## src/hw/rtl/pbts_pkg.sv

```systemverilog
package pbts_pkg;

   localparam int NUM_LEVELS = 8;
   localparam int LVL_W      = $clog2(NUM_LEVELS);
   localparam int LVL_EXT_W  = (LVL_W > 3) ? LVL_W : 3;
   localparam int MAP_EXT_W  = (NUM_LEVELS > 8) ? NUM_LEVELS : 8;
   localparam int CNT_LIMIT  = (NUM_LEVELS < 15) ? NUM_LEVELS : 15;
   localparam int DLY_W      = 32;

   typedef logic [LVL_W-1:0] lvl_type;

   localparam lvl_type LAST_LVL = lvl_type'(NUM_LEVELS - 1);

   typedef enum logic [1:0] {
      OP_CREATE,
      OP_DELAY,
      OP_TICK,
      OP_SWITCH
   } opcode_type;

   typedef enum logic [2:0] {
      ST_IDLE,
      ST_TICK_RD,
      ST_TICK_WR,
      ST_SCAN,
      ST_DONE
   } state_type;

   typedef struct packed {
      logic    busy;
      logic    done;
      logic    tick_wr;
      logic    scan;
      lvl_type idx;
   } seq_ctrl_type;

   typedef struct packed {
      logic run_valid;
      logic ready_hit;
      logic expire;
      logic sw_seen;
   } seq_stat_type;

endpackage

```

## src/hw/rtl/pbts_dly_mem.sv

```systemverilog
module pbts_dly_mem
   import pbts_pkg::*;
(
   input  logic             clock,
   input  logic             wr_en,
   input  lvl_type          wr_addr,
   input  logic [DLY_W-1:0] wr_data,
   input  lvl_type          rd_addr,
   output logic [DLY_W-1:0] rd_data
);

   logic [DLY_W-1:0] mem [NUM_LEVELS];
   logic [DLY_W-1:0] rd_data_ff;

   always_ff @(posedge clock) begin
      if (wr_en) begin
         mem[wr_addr] <= wr_data;
      end
   end

   always_ff @(posedge clock) begin
      rd_data_ff <= mem[rd_addr];
   end

   assign rd_data = rd_data_ff;

endmodule

```

## src/hw/rtl/pbts_seq.sv

```systemverilog
module pbts_seq
   import pbts_pkg::*;
(
   input  logic         clock,
   input  logic         reset,
   input  logic         start,
   input  logic [1:0]   opcode,
   input  seq_stat_type stat,
   output seq_ctrl_type ctrl
);

   state_type  state_ff, state_in;
   lvl_type    idx_ff, idx_in;
   opcode_type op;
   logic       go;

   assign op = opcode_type'(opcode);
   assign go = start && (state_ff == ST_IDLE);

   always_ff @(posedge clock) begin
      if (reset) begin
         state_ff <= ST_IDLE;
         idx_ff   <= '0;
      end else begin
         state_ff <= state_in;
         idx_ff   <= idx_in;
      end
   end

   always_comb begin
      state_in = state_ff;
      idx_in   = idx_ff;
      unique case (state_ff)
         ST_IDLE: begin
            if (go) begin
               unique case (op)
                  OP_CREATE: begin
                     state_in = ST_DONE;
                  end
                  OP_DELAY: begin
                     state_in = stat.run_valid ? ST_SCAN : ST_DONE;
                     idx_in   = LAST_LVL;
                  end
                  OP_TICK: begin
                     state_in = ST_TICK_RD;
                     idx_in   = '0;
                  end
                  OP_SWITCH: begin
                     state_in = ST_SCAN;
                     idx_in   = LAST_LVL;
                  end
                  default: begin
                     state_in = ST_DONE;
                  end
               endcase
            end
         end
         ST_TICK_RD: begin
            state_in = ST_TICK_WR;
         end
         ST_TICK_WR: begin
            if (idx_ff == LAST_LVL) begin
               state_in = (stat.sw_seen || stat.expire) ? ST_SCAN : ST_DONE;
               idx_in   = LAST_LVL;
            end else begin
               state_in = ST_TICK_RD;
               idx_in   = idx_ff + lvl_type'(1);
            end
         end
         ST_SCAN: begin
            if (stat.ready_hit || (idx_ff == '0)) begin
               state_in = ST_DONE;
            end else begin
               idx_in = idx_ff - lvl_type'(1);
            end
         end
         ST_DONE: begin
            state_in = ST_IDLE;
         end
         default: begin
            state_in = ST_IDLE;
         end
      endcase
   end

   always_comb begin
      ctrl.busy    = (state_ff != ST_IDLE);
      ctrl.done    = (state_ff == ST_DONE);
      ctrl.tick_wr = (state_ff == ST_TICK_WR);
      ctrl.scan    = (state_ff == ST_SCAN);
      ctrl.idx     = idx_ff;
   end

endmodule

```

## src/hw/rtl/priority_bitmap_task_scheduler_top.sv

```systemverilog
// Response path: create goes straight to the response; delay (with a task active) and switch
// scan the levels from the top down to the first ready one; tick reads and writes each slot
// through the delay memory port, then runs the level scan if any slot expired.
// busy stays high through the response cycle; the next word can be taken in the cycle after it.
// Results are single-cycle strobes; the receiver cannot stall.
// Synchronous active-high reset returns to idle and clears all state but the delay memory.
module priority_bitmap_task_scheduler_top
   import pbts_pkg::*;
(
   input  logic              clock,
   input  logic              reset,
   input  logic              start,
   output logic              busy,
   input  logic [1:0]        req_opcode,
   input  logic [7:0]        req_priority_req,
   input  logic [DLY_W-1:0]  req_delay_ticks,
   output logic              rsp_valid,
   output logic [2:0]        rsp_current_priority,
   output logic              rsp_task_active,
   output logic              rsp_switch_requested,
   output logic [7:0]        rsp_ready_levels,
   output logic [31:0]       rsp_ticks_elapsed,
   output logic [3:0]        rsp_tasks_created
);

   seq_ctrl_type ctrl;
   seq_stat_type stat;

   logic [NUM_LEVELS-1:0] ready_map_ff, ready_map_in;
   logic [NUM_LEVELS-1:0] present_ff, present_in;
   lvl_type               run_lvl_ff, run_lvl_in;
   logic                  run_valid_ff, run_valid_in;
   logic [31:0]           tick_ff, tick_in;
   logic [3:0]            cnt_ff, cnt_in;
   logic                  sw_ff, sw_in;

   logic                  accept;
   opcode_type            op;
   lvl_type               clamp_lvl;
   logic                  mem_we;
   lvl_type               mem_waddr;
   logic [DLY_W-1:0]      mem_wdata;
   logic [DLY_W-1:0]      mem_rdata;
   logic                  dly_zero;
   logic [DLY_W-1:0]      dly_dec;
   logic [LVL_EXT_W-1:0]  lvl_ext;
   logic [MAP_EXT_W-1:0]  map_ext;

   assign accept    = start && !ctrl.busy;
   assign op        = opcode_type'(req_opcode);
   assign clamp_lvl = ({1'b0, req_priority_req} >= 9'(NUM_LEVELS)) ? LAST_LVL
                                                                   : lvl_type'(req_priority_req);

   // shared countdown unit
   assign dly_zero = (mem_rdata == '0);
   assign dly_dec  = mem_rdata - DLY_W'(1);

   assign stat.run_valid = run_valid_ff;
   assign stat.ready_hit = ready_map_ff[ctrl.idx];
   assign stat.expire    = present_ff[ctrl.idx] && dly_zero;
   assign stat.sw_seen   = sw_ff;

   pbts_seq u_seq (
      .clock  (clock),
      .reset  (reset),
      .start  (start),
      .opcode (req_opcode),
      .stat   (stat),
      .ctrl   (ctrl)
   );

   pbts_dly_mem u_dly_mem (
      .clock   (clock),
      .wr_en   (mem_we),
      .wr_addr (mem_waddr),
      .wr_data (mem_wdata),
      .rd_addr (ctrl.idx),
      .rd_data (mem_rdata)
   );

   always_comb begin
      mem_we    = 1'b0;
      mem_waddr = ctrl.idx;
      mem_wdata = dly_dec;
      priority if (accept && (op == OP_CREATE)) begin
         mem_we    = 1'b1;
         mem_waddr = clamp_lvl;
         mem_wdata = '0;
      end else if (accept && (op == OP_DELAY) && run_valid_ff) begin
         mem_we    = 1'b1;
         mem_waddr = run_lvl_ff;
         mem_wdata = req_delay_ticks;
      end else if (ctrl.tick_wr && present_ff[ctrl.idx] && !dly_zero) begin
         mem_we = 1'b1;
      end
   end

   always_comb begin
      ready_map_in = ready_map_ff;
      present_in   = present_ff;
      run_lvl_in   = run_lvl_ff;
      run_valid_in = run_valid_ff;
      tick_in      = tick_ff;
      cnt_in       = cnt_ff;
      sw_in        = sw_ff;
      priority if (accept) begin
         sw_in = 1'b0;
         unique case (op)
            OP_CREATE: begin
               if (cnt_ff < 4'(CNT_LIMIT)) begin
                  cnt_in = cnt_ff + 4'd1;
               end
               present_in[clamp_lvl]   = 1'b1;
               ready_map_in[clamp_lvl] = 1'b1;
               if (!run_valid_ff || (run_lvl_ff <= clamp_lvl)) begin
                  run_lvl_in   = clamp_lvl;
                  run_valid_in = 1'b1;
               end
            end
            OP_DELAY: begin
               if (run_valid_ff) begin
                  ready_map_in[run_lvl_ff] = 1'b0;
               end
            end
            OP_TICK: begin
               tick_in = tick_ff + 32'd1;
            end
            OP_SWITCH: begin
            end
            default: begin
            end
         endcase
      end else if (ctrl.tick_wr) begin
         if (stat.expire) begin
            ready_map_in[ctrl.idx] = 1'b1;
            sw_in                  = 1'b1;
         end
      end else if (ctrl.scan) begin
         if (stat.ready_hit) begin
            run_lvl_in   = ctrl.idx;
            run_valid_in = 1'b1;
         end
      end
   end

   always_ff @(posedge clock) begin
      if (reset) begin
         ready_map_ff <= '0;
         present_ff   <= '0;
         run_lvl_ff   <= '0;
         run_valid_ff <= 1'b0;
         tick_ff      <= '0;
         cnt_ff       <= '0;
         sw_ff        <= 1'b0;
      end else begin
         ready_map_ff <= ready_map_in;
         present_ff   <= present_in;
         run_lvl_ff   <= run_lvl_in;
         run_valid_ff <= run_valid_in;
         tick_ff      <= tick_in;
         cnt_ff       <= cnt_in;
         sw_ff        <= sw_in;
      end
   end

   assign lvl_ext = LVL_EXT_W'(run_lvl_ff);
   assign map_ext = MAP_EXT_W'(ready_map_ff);

   assign busy                 = ctrl.busy;
   assign rsp_valid            = ctrl.done;
   assign rsp_current_priority = lvl_ext[2:0];
   assign rsp_task_active      = run_valid_ff;
   assign rsp_switch_requested = sw_ff;
   assign rsp_ready_levels     = map_ext[7:0];
   assign rsp_ticks_elapsed    = tick_ff;
   assign rsp_tasks_created    = cnt_ff;

`ifndef NO_ASSERTIONS
   a_accept_busy: assert property (@(posedge clock) disable iff (reset)
      accept |=> busy)
      else $error("busy not raised after accepted word");

   a_active_sticky: assert property (@(posedge clock) disable iff (reset)
      run_valid_ff |=> run_valid_ff)
      else $error("task_active dropped");

   a_ready_implies_active: assert property (@(posedge clock) disable iff (reset)
      (ready_map_ff != '0) |-> run_valid_ff)
      else $error("ready levels with no task selected");

   a_switch_active: assert property (@(posedge clock) disable iff (reset)
      (rsp_valid && rsp_switch_requested) |-> rsp_task_active)
      else $error("switch requested without an active task");

   a_count_limit: assert property (@(posedge clock) disable iff (reset)
      cnt_ff <= 4'(CNT_LIMIT))
      else $error("task count above limit");
`endif

endmodule

```

## config.mk

```make
export PLATFORM = sky130hd
export DESIGN_NAME = priority_bitmap_task_scheduler_top
export DESIGN_NICKNAME = d
export VERILOG_FILES = /design/src/hw/rtl/pbts_pkg.sv /design/src/hw/rtl/pbts_dly_mem.sv /design/src/hw/rtl/pbts_seq.sv /design/src/hw/rtl/priority_bitmap_task_scheduler_top.sv
export SDC_FILE = /design/constraint.sdc
export NUM_CORES = 1
export LEC_CHECK = 0
export BUFFER_PORTS_ARGS = -buffer_cell sky130_fd_sc_hd__buf_4
export CORE_MARGIN = 4
export CORE_UTILIZATION = 40
export CTS_BUF_LIST = sky130_fd_sc_hd__clkbuf_16
export DETAILED_ROUTE_END_ITERATION = 8
export PLACE_DENSITY = 0.61
export SYNTH_ARGS = -nofsm -noshare
export SYNTH_HDL_FRONTEND = slang
export SYNTH_SLANG_ARGS = --single-unit
```

## constraint.sdc

```tcl
create_clock -name clock -period 9.7 [get_ports clock]
set_input_delay 1.94 -clock clock [delete_from_list [all_inputs] [get_ports clock]]
set_output_delay 1.94 -clock clock [all_outputs]
set_load 0.01 [all_outputs]
```

==> flow_summary.toml <==
[final_layout]
fin_cells = 1656
num_antenna_cells = 0
drive_gt1_share_pct = 15.7
areaGrowthSynthToFinish_pct = 17.4
fin_area_um2 = 16600
nFillCells = 3034
fin_nets = 1227

[placed_design]
dp_cells = 1591
gp_congestion = 0.850
placed_area_um2 = 15400
dp_hpwl_um = 21400
numPortBuffers = 95

[power_and_ir_drop]
p_int_w = 0.00280
p_per_area_nw_per_um2 = 227
switchingPower_w = 0.000983
switching_share_pct = 26.0
combPwrFrac_pct = 13.6
power_frac_seq_pct = 49.9
p_leak_nw = 5.40
irDropWorstVdd_uv = 137
clock_power_share_pct = 36.5

[synth]
synth.distinct_cells = 61
yosys.area.top_type_share_pct = 54.2
synth.yosys.seq_area_share_pct = 67.7
synth_area_leaders = "edfxtp_1 (54%), dfxtp_1 (13%), a22oi_1 (7.0%), xnor2_1 (2.0%), nand4_1 (2.0%)"
async_reset_ff_share_pct = 0
synth_edf_count = 256
netlist_area_um2 = 14200
synth_top_cell_by_area = "edfxtp_1"
syn_nets = 1141
yosysWarnings = 0
ys.flop_type = "edfxtp_1"
avgSynthCellArea_um2 = 13.0
synth-seq-cells = 351
synthCells = 1088

[critical_path]
critPathRequiredTime_ns = 9.87
startpoint_type = "input pin"
worstSetupPathType = "in -> reg"
end_kind = "flip-flop"
crit_path_max_fanout = 21
arrival_ns = 5.80

[clock_network]
hold_buffers = 0
clkTransAtPathRegs_ns = 0.06
clock_latency_ns = 0.52
cts_resized = 0
cts_buffer_depth = 3
cts_buffers = 36
htreeDepth = 2
clockRootBuffer = "clkbuf_16"
clkSinkCount = 351
cts_tree = "yes"
postCtsSetupBuffers = 0

[timing]
maxSlewHeadroom_pct = 18.9
setup_viol = 0
slew_violations = 0
timing.final.crit_share_pct = 58.0
rsz0062_at_grt = "no"
finalClockSkew_ns = 0.0168
fin_tns_setup_ns = 0
timing_worst_slew_pin_value_ns = 1.21
hold_viol = 0
max_freq_ghz = 0.178
period_needed_ns = 5.62

[detailed_routing]
vias = 9672
firstDrtPassIters = 5
wl_per_cell_um = 22.1
wl_um = 36600
drt.antenna.violating_nets = 0
drc = 0
dr.first_iter.drc_count = 879
vias_per_cell = 5.84

[grt]
grt_usage_pct = 18.3
grt-ovfl-total = 0
grt_pass1_wl_um = 55400
antenna_found_initial = 0
first_global_vias = 9302
grt_max_degree = 65

[floorplan]
dieArea_um2 = 38500
num_rows = 68
ios = 96
start_util_pct = 40.8
die_w_um = 196
dieHeight_um = 196
core_area_um2 = 34700

[hold_path]
holdCritPathClass = "reg -> reg"

[run]
cap_viol_max_count = 0

[run_status]
status = "finished clean"
final cells by class:
| class | instances | area (µm²) | share of cell area (%) |
|---|---|---|---|
| multi-input combinational | 650 | 4370 | 26.3 |
| sequential | 351 | 9590 | 57.7 |
| clock inverter | 28 | 258 | 1.55 |
| timing repair buffer | 110 | 826 | 4.97 |
| tap | 455 | 569 | 3.42 |
| inverter | 25 | 93.8 | 0.564 |
| clock buffer | 37 | 926 | 5.57 |
final timing paths:
check	slack, ns	cells after the start	to	startpoint
max reg2reg	5.04	6	u_dly_mem.mem[6][30]	u_seq.state_ff[0]
min	0.47	2	u_dly_mem.rd_data[9]	u_dly_mem.mem[1][9]
max	4.08	7	u_dly_mem.mem[6][30]	start
min reg2reg	0.47	2	u_dly_mem.rd_data[9]	u_dly_mem.mem[1][9]
kinds of logic (layout without fill, tap and decap cells):
group / Yosys count / after routing / synth area share [%]
xor gates and xnor gates: 44 / 44 / 2.72
muxes: 14 / 14 / 1.18
AOI/OAI and AO/OA: 286 / 286 / 14.1
and+or+nand+nor: 298 / 298 / 11.4
buffers and inverters: 87 / 200 / 2.31
DFF: 351 / 351 / 67.7
adders and majority gates: 8 / 8 / 0.706
synth_stat cells (6+ instances only):
cell      number
nor4_1        23
nor2_1        74
a211oi_1      13
dfxtp_1       95
nand3_1       18
xor2_1        11
nand4_1       46
xnor2_1       33
o21ai_0       33
ha_1           8
or3_1         10
clkbuf_1      59
or4_1         18
nor3b_1        8
a31oi_1        6
edfxtp_1     256
o311ai_0       6
inv_1         24
mux2i_1       10
nor2b_1        6
a22oi_1      133
o211ai_1       9
nand2_1       35
o31ai_1        7
nand2b_1       6
a21oi_1       43
nor3_1        28
placed cells by master, fill, tap and decap left out, types with 3 or more instances in the layout:
cell type	instances
nand2_1	35
inv_1	35
a21oi_1	43
o32ai_1	4
dfxtp_1	95
xnor2_1	33
nor3b_2	6
o211ai_1	9
o21ai_0	33
a31oi_1	6
nand4_1	46
nor3_1	27
ha_1	8
o41ai_1	5
o2bb2ai_1	3
and4_1	4
edfxtp_1	256
buf_4	110
clkinv_1	7
a22oi_1	133
or2_2	5
nor4_1	23
o311ai_0	6
mux2i_1	10
xor2_1	11
nor2b_1	6
or3_1	9
bufinv_16	5
or4_1	18
nor2_4	8
nor2_1	66
o22ai_1	3
nand2b_1	6
o31ai_1	7
a211oi_1	13
nor4b_2	3
clkbuf_16	37
and2_1	4
a32oi_1	4
nand3_1	18
power by group through the flow:
| stage | registers, W | clock network (W) | logic, W |
|---|---|---|---|
| 5_1_grt | 0.00190 | 0.00147 | 0.000567 |
| 4_1_cts | 0.00189 | 0.00140 | 0.000516 |
| 3_5_place_dp | 0.00192 | 0 | 0.000514 |
| 3_3_place_gp | 0.00192 | 0 | 0.000503 |
| 6_report | 0.00189 | 0.00138 | 0.000515 |
| 2_1_floorplan | 0.00189 | 0 | 0.000336 |
through the flow:
stage | power [W] | worst slack (ns) | hold WS, ns | util (%)
2_1_floorplan | 0.00222 | 2.32 | 0.431 | -
6_report | 0.00378 | 4.08 | 0.469 | 47.9
4_1_cts | 0.00381 | 4.13 | 0.469 | 47.9
3_3_place_gp | 0.00242 | 3.68 | 0.445 | 44.5
3_5_place_dp | 0.00243 | 3.63 | 0.454 | 44.5
5_1_grt | 0.00393 | 3.82 | 0.489 | 47.9
routing by layer:
| metal | global-route usage, % | share of wire [%] | vias up | routed length, µm |
|---|---|---|---|---|
| met2 | 28.7 | 46 | 338 | 16700 |
| met3 | 3.18 | 6.8 | 56 | 2500 |
| li1 | - | - | 4497 | - |
| met1 | 26.7 | 46 | 4781 | 16700 |
| met5 | 0 | 0 | - | 0 |
| met4 | 4.53 | 2.0 | 0 | 716 |
worst max-delay path, cell delays in order:
cell	delay (ns)
buf_4	0.09
or4b_1	0.81
a211oi_1	0.90
a2bb2oi_1	0.46
nand2_1	0.18
nor3b_2	0.90
buf_4	0.49
sequential cells by signal, indices dropped and copies added, names as in the netlist:
name                  cells
u_dly_mem.mem           256
rsp_ticks_elapsed        32
u_dly_mem.rd_data        32
present_ff                8
rsp_ready_levels          8
rsp_tasks_created         4
rsp_current_priority      3
u_seq.idx_ff              3
u_seq.state_ff            3
rsp_switch_requested      1
rsp_task_active           1
No activity file was read; power rests on OpenSTA's default activity.
